[src/hdl/prad_pkg.sv]
`timescale 1ns / 1ps
// ----------------------------------------------------------------------------
// prad_pkg: shared types and codes of the priority region address decoder
// Request and response layouts, the token that walks the cell chain, and the
// mode and status codes.
// ----------------------------------------------------------------------------
package prad_pkg;

    // Field widths of the request and response
    localparam int unsigned ENTRY_W  = 4;
    localparam int unsigned START_W  = 39;
    localparam int unsigned SIZE_W   = 40;
    localparam int unsigned RANK_W   = 8;
    localparam int unsigned LOOKUP_W = 39;
    localparam int unsigned TARGET_W = 4;

    // Request modes
    localparam logic MODE_WRITE  = 1'b0;
    localparam logic MODE_LOOKUP = 1'b1;

    // Response status codes
    localparam logic STATUS_MAPPED   = 1'b0;
    localparam logic STATUS_UNMAPPED = 1'b1;

    typedef struct packed {
        logic                mode;
        logic [ENTRY_W-1:0]  entry_index;
        logic                entry_enable;
        logic [START_W-1:0]  region_start;
        logic [SIZE_W-1:0]   region_size;
        logic [RANK_W-1:0]   region_rank;
        logic [LOOKUP_W-1:0] lookup_address;
    } req_t;

    typedef struct packed {
        logic                status;
        logic [TARGET_W-1:0] target_index;
    } rsp_t;

    // Token handed from cell to cell: the request plus the best match so far
    typedef struct packed {
        logic                vld;
        req_t                req;
        logic                found;
        logic [TARGET_W-1:0] best;
    } tok_t;

endpackage

[src/hdl/prad_cell.sv]
`timescale 1ns / 1ps
// ----------------------------------------------------------------------------
// prad_cell: one region slot of the decoder chain
// Holds one region (valid, base, length, priority). A write request that
// names this slot loads it as it passes; a lookup request is range checked
// here and picks up this slot if it beats the best match so far.
// ----------------------------------------------------------------------------
module prad_cell #(
    parameter int unsigned CELL_INDEX    = 0,
    parameter int unsigned ADDR_BITS     = 39,
    parameter int unsigned PRIORITY_BITS = 8
) (
    input  logic                     clk,
    input  logic                     rst_n,
    input  logic                     advance,
    input  prad_pkg::tok_t           tok_in,
    input  logic [PRIORITY_BITS-1:0] prio_in,
    output prad_pkg::tok_t           tok_out,
    output logic [PRIORITY_BITS-1:0] prio_out
);
    import prad_pkg::*;

    localparam int unsigned LEN_W = ADDR_BITS + 1;

    logic                     slot_valid_reg;
    logic [ADDR_BITS-1:0]     slot_base_reg;
    logic [LEN_W-1:0]         slot_length_reg;
    logic [PRIORITY_BITS-1:0] slot_rank_reg;

    tok_t                     tok_reg;
    tok_t                     tok_next;
    logic [PRIORITY_BITS-1:0] best_prio_reg;
    logic [PRIORITY_BITS-1:0] best_prio_next;

    logic                     is_write;
    logic                     is_lookup;
    logic                     slot_sel;
    logic                     slot_wr;
    logic [ADDR_BITS-1:0]     addr;
    logic [ADDR_BITS-1:0]     offset;
    logic                     hit;
    logic                     take;

    // Decode the passing request
    assign is_write  = tok_in.vld && (tok_in.req.mode == MODE_WRITE);
    assign is_lookup = tok_in.vld && (tok_in.req.mode == MODE_LOOKUP);
    assign slot_sel  = (32'(tok_in.req.entry_index) == CELL_INDEX);
    assign slot_wr   = advance && is_write && slot_sel;

    // Range check: base <= addr and addr - base < length
    assign addr   = ADDR_BITS'(tok_in.req.lookup_address);
    assign offset = addr - slot_base_reg;
    assign hit    = slot_valid_reg && (addr >= slot_base_reg)
                    && (LEN_W'(offset) < slot_length_reg);

    // Strictly higher priority wins; ties keep the lower slot seen earlier
    assign take = is_lookup && hit && (!tok_in.found || (slot_rank_reg > prio_in));

    // Update the best match carried by the token
    always_comb
    begin
        tok_next       = tok_in;
        best_prio_next = prio_in;
        if (take)
        begin
            tok_next.found = 1'b1;
            tok_next.best  = TARGET_W'(CELL_INDEX);
            best_prio_next = slot_rank_reg;
        end
    end

    // Hold the slot valid bit
    always_ff @(posedge clk or negedge rst_n)
    begin
        if (!rst_n)
        begin
            slot_valid_reg <= 1'b0;
        end
        else if (slot_wr)
        begin
            slot_valid_reg <= tok_in.req.entry_enable;
        end
    end

    // Load the slot contents
    always_ff @(posedge clk)
    begin
        if (slot_wr)
        begin
            slot_base_reg   <= ADDR_BITS'(tok_in.req.region_start);
            slot_length_reg <= LEN_W'(tok_in.req.region_size);
            slot_rank_reg   <= PRIORITY_BITS'(tok_in.req.region_rank);
        end
    end

    // Advance the token to the next cell
    always_ff @(posedge clk or negedge rst_n)
    begin
        if (!rst_n)
        begin
            tok_reg <= '0;
        end
        else if (advance)
        begin
            tok_reg <= tok_next;
        end
    end

    always_ff @(posedge clk)
    begin
        if (advance)
        begin
            best_prio_reg <= best_prio_next;
        end
    end

    assign tok_out  = tok_reg;
    assign prio_out = best_prio_reg;

    // A match found upstream is never lost in this cell
    a_found_kept: assert property (@(posedge clk) disable iff (!rst_n)
        advance && tok_in.vld && tok_in.found |=> tok_reg.found)
        else $error("prad_cell: best match dropped");

    // The carried priority never falls while a match is held
    a_prio_monotonic: assert property (@(posedge clk) disable iff (!rst_n)
        advance && tok_in.vld && tok_in.found |=> best_prio_reg >= $past(prio_in))
        else $error("prad_cell: best priority decreased");

    // An enabling write to this slot makes it valid
    a_slot_loaded: assert property (@(posedge clk) disable iff (!rst_n)
        slot_wr && tok_in.req.entry_enable |=> slot_valid_reg)
        else $error("prad_cell: slot not loaded");

endmodule

[config.mk]
export PLATFORM = sky130hd
export DESIGN_NAME = prad_cell
export DESIGN_NICKNAME = d
export VERILOG_FILES = /design/src/hdl/prad_pkg.sv /design/src/hdl/prad_cell.sv
export SDC_FILE = /design/constraint.sdc
export NUM_CORES = 1
export LEC_CHECK = 0
export BUFFER_PORTS_ARGS = -buffer_cell sky130_fd_sc_hd__buf_2
export CORE_ASPECT_RATIO = 2
export CORE_MARGIN = 2
export CORE_UTILIZATION = 49
export CTS_CLUSTER_SIZE = 12
export DETAILED_ROUTE_END_ITERATION = 10
export PLACE_DENSITY_LB_ADDON = 0.05
export SETUP_SLACK_MARGIN = 0.05
export SLEW_MARGIN = 20
export SYNTH_ARGS = -nofsm -noshare
export SYNTH_HDL_FRONTEND = slang
export SYNTH_SLANG_ARGS = --single-unit
[constraint.sdc]
create_clock -name clk -period 4.64 [get_ports clk]
set_clock_uncertainty 0.15 [all_clocks]
set_input_delay 0.928 -clock clk [delete_from_list [all_inputs] [get_ports clk]]
set_output_delay 0.928 -clock clk [all_outputs]
set_load 0.01 [all_outputs]
# Yosys cells after proc, flatten, opt, wreduce, memory -nomap -nowiden
# Index checks and enable logic that the tools add are counted.
# word_totals
ff_bits	234
input_bits	149
out_inout_bits	146
wordCells	33
# classes
add_sub_neg	1
n_lt_le_gt_ge	3
mux	2
bitwise_logic	1
reduce_logical	11
# op_table
cell	count
less-than comparator 39 x 40 -> 1 bit	1
greater-or-equal comparator 39 bit	1
subtractor 39 bit	1
greater-than comparator 8 bit	1
logical AND 1 bit	8
2-to-1 mux 8 bit	1
2-to-1 mux 5 bit	1
logical NOT 4 bit	1
logical NOT 1 bit	1
logical OR 1 bit	1
NOT 1 bit	1

# Logic depth before layout (Yosys ltp)
# depth
word_depth	6
mapped_depth	22
mapped_depth_nobuf	21

# Worst setup path after synthesis
# Ideal clock, no wire load.
# synth_timing
path_kind	input-to-reg
startpoint	input port tok_in[5] (netlist bit)
endpoint	register best_prio_reg[1], in the netlist prio_out[1], data pin
setup_time_ns	0.260
arrival_ns	4.681
required_time_ns	4.230
setup_slack_ns	-0.451
path_stages	22
n_path_buf	1
cell_sequence	inv_1 > ha_1 > inv_1 > fa_1 > a21oi_1 > o21ai_0 > a211o_1 > a2111oi_2 > o31ai_1 > o21ai_1 > nand3_1 > o311ai_1 > ha_1 > nand2b_1 > o211ai_1 > nor2_1 > nand3_1 > nor3_1 > a21oi_1 > nor3_2 > buf_4 > mux2_2
# synth_via
elab_chain_len	6
elab_cells_between_ends	8
cone_classes	add/sub: 1; order compare: 2; mux: 1; reduce/logical: 4
# synth_lines
element	line	text
start, declared	prad_cell.sv:16	input prad_pkg::tok_t tok_in,
subtractor 39 bit or greater-or-equal comparator 39 bit (tied branches)	prad_cell.sv:52, prad_cell.sv:53	
less-than comparator 39 x 40 -> 1 bit or logical AND 1 bit (tied branches)	prad_cell.sv:54, prad_cell.sv:53	
logical AND 1 bit (*)	prad_cell.sv:54	&& (LEN_W'(offset) < slot_length_reg);
logical AND 1 bit (*) (2 in series)	prad_cell.sv:57	assign take = is_lookup && hit && (!tok_in.found || (slot_rank_reg > prio_in));
2-to-1 mux 8 bit (*)	prad_cell.sv:64	if (take)
via best_prio_next[1]	prad_cell.sv:33	logic [PRIORITY_BITS-1:0] best_prio_next;
end signal, assigned	prad_cell.sv:113	best_prio_reg <= best_prio_next;
end, declared	prad_cell.sv:32	logic [PRIORITY_BITS-1:0] best_prio_reg;
# Mark *: on every way through the listed nets, which the timed path passes. The rest lies on a longest branch.
# A chain may end at the register's enable or synchronous reset.

# Final worst setup path
# layout_timing
startpoint	input port tok_in[5] (netlist bit)
endpoint	register best_prio_reg[6], in the netlist prio_out[6], data pin
# The elaborated chain is that of the path after synthesis.

==> Implementation_results.wiki <==
{| class="wikitable"
! Metric !! Value
|-
| Reg2Reg Depth || 21
|-
| Initial antenna violation count || 1
|-
| Post-route cell area || 15500 sq um
|-
| Violated checks || setup timing
|-
| Max-capacitance violation count || 0
|-
| Area added between synthesis and finish || 31.9%
|-
| DR iter-0 viols || 361
|-
| Cell types with the largest area share after synthesis || sky130_fd_sc_hd__dfrtp_1, sky130_fd_sc_hd__edfxtp_1, sky130_fd_sc_hd__mux2_2
|-
| Arrival time at the worst endpoint || 4.86 ns
|-
| Final count of hold timing violations || 0
|-
| Root cell of the clock tree || sky130_fd_sc_hd__clkbuf_16
|-
| Worst-case register-to-register setup slack || 0.04 ns
|-
| Relative max-transition margin || 0.400
|-
| Depth of the CTS H-tree || 1
|-
| Net count of the mapped netlist || 1184
|-
| Placed cell count || 1636
|-
| Origin of the worst setup path || tok_in[5]
|-
| Die W || 114 microns
|-
| Max Slew Vio Count || 0
|-
| Antenna violation net count after detailed routing || 0
|-
| Overall power || 4.94 mW
|-
| Area of all sequential standard cells || 6330 sq um
|-
| Worst hold slack after final layout || 0.318 ns
|-
| Area used by multi-input combinational logic || 5100 sq um
|-
| Fill cell instance count of the final layout || 1973
|-
| Unique cell type count in the Yosys netlist || 67
|-
| Worst endpoint required time || 4.77 ns
|-
| Endpoints failing setup || 8
|-
| Routability-driven placement congestion ratio || 0.930
|-
| Worst VDD drop || 0.315 mV
|-
| Post-synth ARST share || 0.594
|-
| Post-route setup TNS || -0.649 ns
|-
| Vertical die dimension || 223 microns
|-
| Hold crit path type || in2async
|-
| Total routing resource utilization after global routing || 0.230
|-
| WS Path Type || in2reg
|-
| HPWL after detailed placement || 22600 microns
|-
| Pin slew with the least headroom to its limit || 0.899 ns
|-
| Post-synth top area share || 0.295
|-
| Cell Area, Placed || 14600 sq um
|-
| Mean instance size in the synthesized netlist || 12.4 sq um
|-
| Capture instance of the worst register-to-register path || prio_out[6]
|-
| Number of global-route vias before repair || 9251
|-
| CTS tree || done
|-
| Placeable core area || 23700 sq um
|-
| Number of top-level pins || 295
|-
| Maximum number of pins on one net before global-route repair || 152
|-
| Critical Path Fanout Max || 4
|-
| Total wirelength of the detailed-routed design || 29100 microns
|-
| Clock Tree Buf Depth || 3
|-
| Critical Path Start Type || input pin
|-
| CTS sink cnt || 234
|-
| FP Rows || 80
|-
| Register clock-pin slew on the reported worst setup and hold paths || 0.06 ns
|-
| DR WL/cell || 17.2 microns
|-
| Number of search-and-repair iterations in the first detailed-routing pass || 4
|-
| Clock period minus worst slack || 4.73 ns
|-
| Post-Synthesis Cell Area || 11800 sq um
|-
| Number of synthesis warnings || 0
|-
| Fraction of the cycle the final worst path needs || 1.02
|-
| Number of I/O port buffers || 294
|-
| Fraction of final layout cells sized beyond drive strength 1 || 0.467
|-
| Post-synth top flop || sky130_fd_sc_hd__dfrtp_1
|-
| Crit path capture type || register
|-
| FMAX || 211 MHz
|-
| Leading post-synthesis cells by instance count || sky130_fd_sc_hd__mux2_2, sky130_fd_sc_hd__dfrtp_1, sky130_fd_sc_hd__inv_1
|-
| Post-synthesis cell count || 949
|-
| DIE AREA || 25400 sq um
|-
| Post-layout worst setup margin || -0.0888 ns
|-
| Finished Layout Cells || 1692
|-
| Number of design rule violations left after detail routing || 0
|-
| Drt via density || 5.20
|-
| Number of synthesized flops with an enable pin || 95
|-
| Leading area contributor after synthesis || sky130_fd_sc_hd__dfrtp_1
|-
| Vias post-DR || 8806
|-
| Core utilization of the finished layout || 0.655
|-
| Max reg flops || 138
|-
| Number of buffers added by the clock tree synthesis step || 23
|-
| Cts hold-fix bufs || 0
|-
| Unrepaired setup endpoints after global routing || yes
|-
| Launch instance of the worst register-to-register path || slot_base_reg[1]
|-
| Sequential share of the synthesized area || 0.537
|-
| Most instantiated library cell after synthesis || sky130_fd_sc_hd__mux2_2
|-
| Initial Utilization || 0.497
|-
| Flip-flop and latch count after synthesis || 234
|-
| Grt ovf || 0
|-
| Later-pin clock latency in the skew report || 0.53 ns
|-
| Placement-stage worst setup slack || -0.933 ns
|-
| Power density over the cells || 318 nW/um^2
|-
| Status || complete, but fails checks
|-
| Nets || 1622
|-
| First-pass GRT wire length || 46000 microns
|-
| P_leak || 7.31 nW
|}
routing by layer:
layer / part of all wire / up-vias / track usage
met5: 0 / - / 0
met4: 0.038 / 0 / 0.0987
met3: 0.039 / 58 / 0.0283
met2: 0.56 / 245 / 0.445
met1: 0.36 / 4207 / 0.242
li1: - / 4296 / -
layout make-up:
type	instances	share of cell area
clock buffer	41	0.0420
timing repair buffer	443	0.172
inverter	108	0.0269
tap	287	0.0231
clock inverter	1	0.000564
antenna	1	0.000161
sequential	234	0.407
multi-input combinational	577	0.328
worst max-delay path by stage:
stage	endpoint	slack [ns]	cells past startpoint
6_report	prio_out[6]	-0.09	23
5_1_grt	prio_out[6]	-0.35	22
4_1_cts	prio_out[6]	-0.11	24
3_5_place_dp	prio_out[5]	-0.93	23
3_3_place_gp	prio_out[5]	-0.79	23
2_1_floorplan	prio_out[1]	-0.26	22
cell usage in the layout, fill, tap and decap left out, types with 10 or more instances in the layout:
cell type and instances:
sky130_fd_sc_hd__buf_2 291, sky130_fd_sc_hd__buf_4 143, sky130_fd_sc_hd__dfrtp_1 139, sky130_fd_sc_hd__mux2_2 134, sky130_fd_sc_hd__inv_1 106, sky130_fd_sc_hd__edfxtp_1 95
sky130_fd_sc_hd__ha_1 81, sky130_fd_sc_hd__a21oi_1 52, sky130_fd_sc_hd__o21ai_0 34, sky130_fd_sc_hd__nand2_1 31, sky130_fd_sc_hd__xnor2_1 28, sky130_fd_sc_hd__nor2_1 24
sky130_fd_sc_hd__clkbuf_16 23, sky130_fd_sc_hd__a21o_1 21, sky130_fd_sc_hd__nand4_1 17, sky130_fd_sc_hd__clkbuf_1 17, sky130_fd_sc_hd__nand3_1 10, sky130_fd_sc_hd__o21bai_1 10
sky130_fd_sc_hd__a21oi_2 10
worst max-delay path, cell delays in order:
cell	delay, ns
sky130_fd_sc_hd__buf_12	0.11
sky130_fd_sc_hd__inv_12	0.04
sky130_fd_sc_hd__ha_4	0.11
sky130_fd_sc_hd__inv_2	0.03
sky130_fd_sc_hd__fa_2	0.36
sky130_fd_sc_hd__a21oi_4	0.19
sky130_fd_sc_hd__o21ai_2	0.07
sky130_fd_sc_hd__a211o_1	0.35
sky130_fd_sc_hd__a2111oi_4	0.38
sky130_fd_sc_hd__o31ai_2	0.11
sky130_fd_sc_hd__o21ai_2	0.22
sky130_fd_sc_hd__nand3_2	0.10
sky130_fd_sc_hd__o311ai_2	0.08
sky130_fd_sc_hd__ha_1	0.29
sky130_fd_sc_hd__nand2b_1	0.08
sky130_fd_sc_hd__o211ai_1	0.10
sky130_fd_sc_hd__buf_4	0.15
sky130_fd_sc_hd__buf_4	0.12
sky130_fd_sc_hd__a211o_1	0.28
sky130_fd_sc_hd__nor3_2	0.20
sky130_fd_sc_hd__buf_6	0.14
sky130_fd_sc_hd__buf_6	0.12
sky130_fd_sc_hd__mux2_4	0.29
report_power, final:
group / total, mW / internal [mW] / leakage [nW] / switching [mW]
clock: 1.70 / 0.948 / 0.315 / 0.749
combinational: 0.894 / 0.450 / 4.51 / 0.444
sequential: 2.35 / 2.29 / 2.49 / 0.0594
what timing repair did:
action,in CTS,in global routing
setup endpoints to repair,13,13
pin swaps,18,27
resized for setup,28,11
setup buffers,6,8
gates cloned,0,0
logic make-up after synthesis:
| family | synth area share |
|---|---|
| xor+xnor | 0.0245 |
| mux | 0.136 |
| compound gates | 0.101 |
| buf+inv | 0.0472 |
| fa+ha+maj | 0.0920 |
| flops | 0.537 |
| simple gates | 0.0620 |
Power figures use the tool's default switching activity.
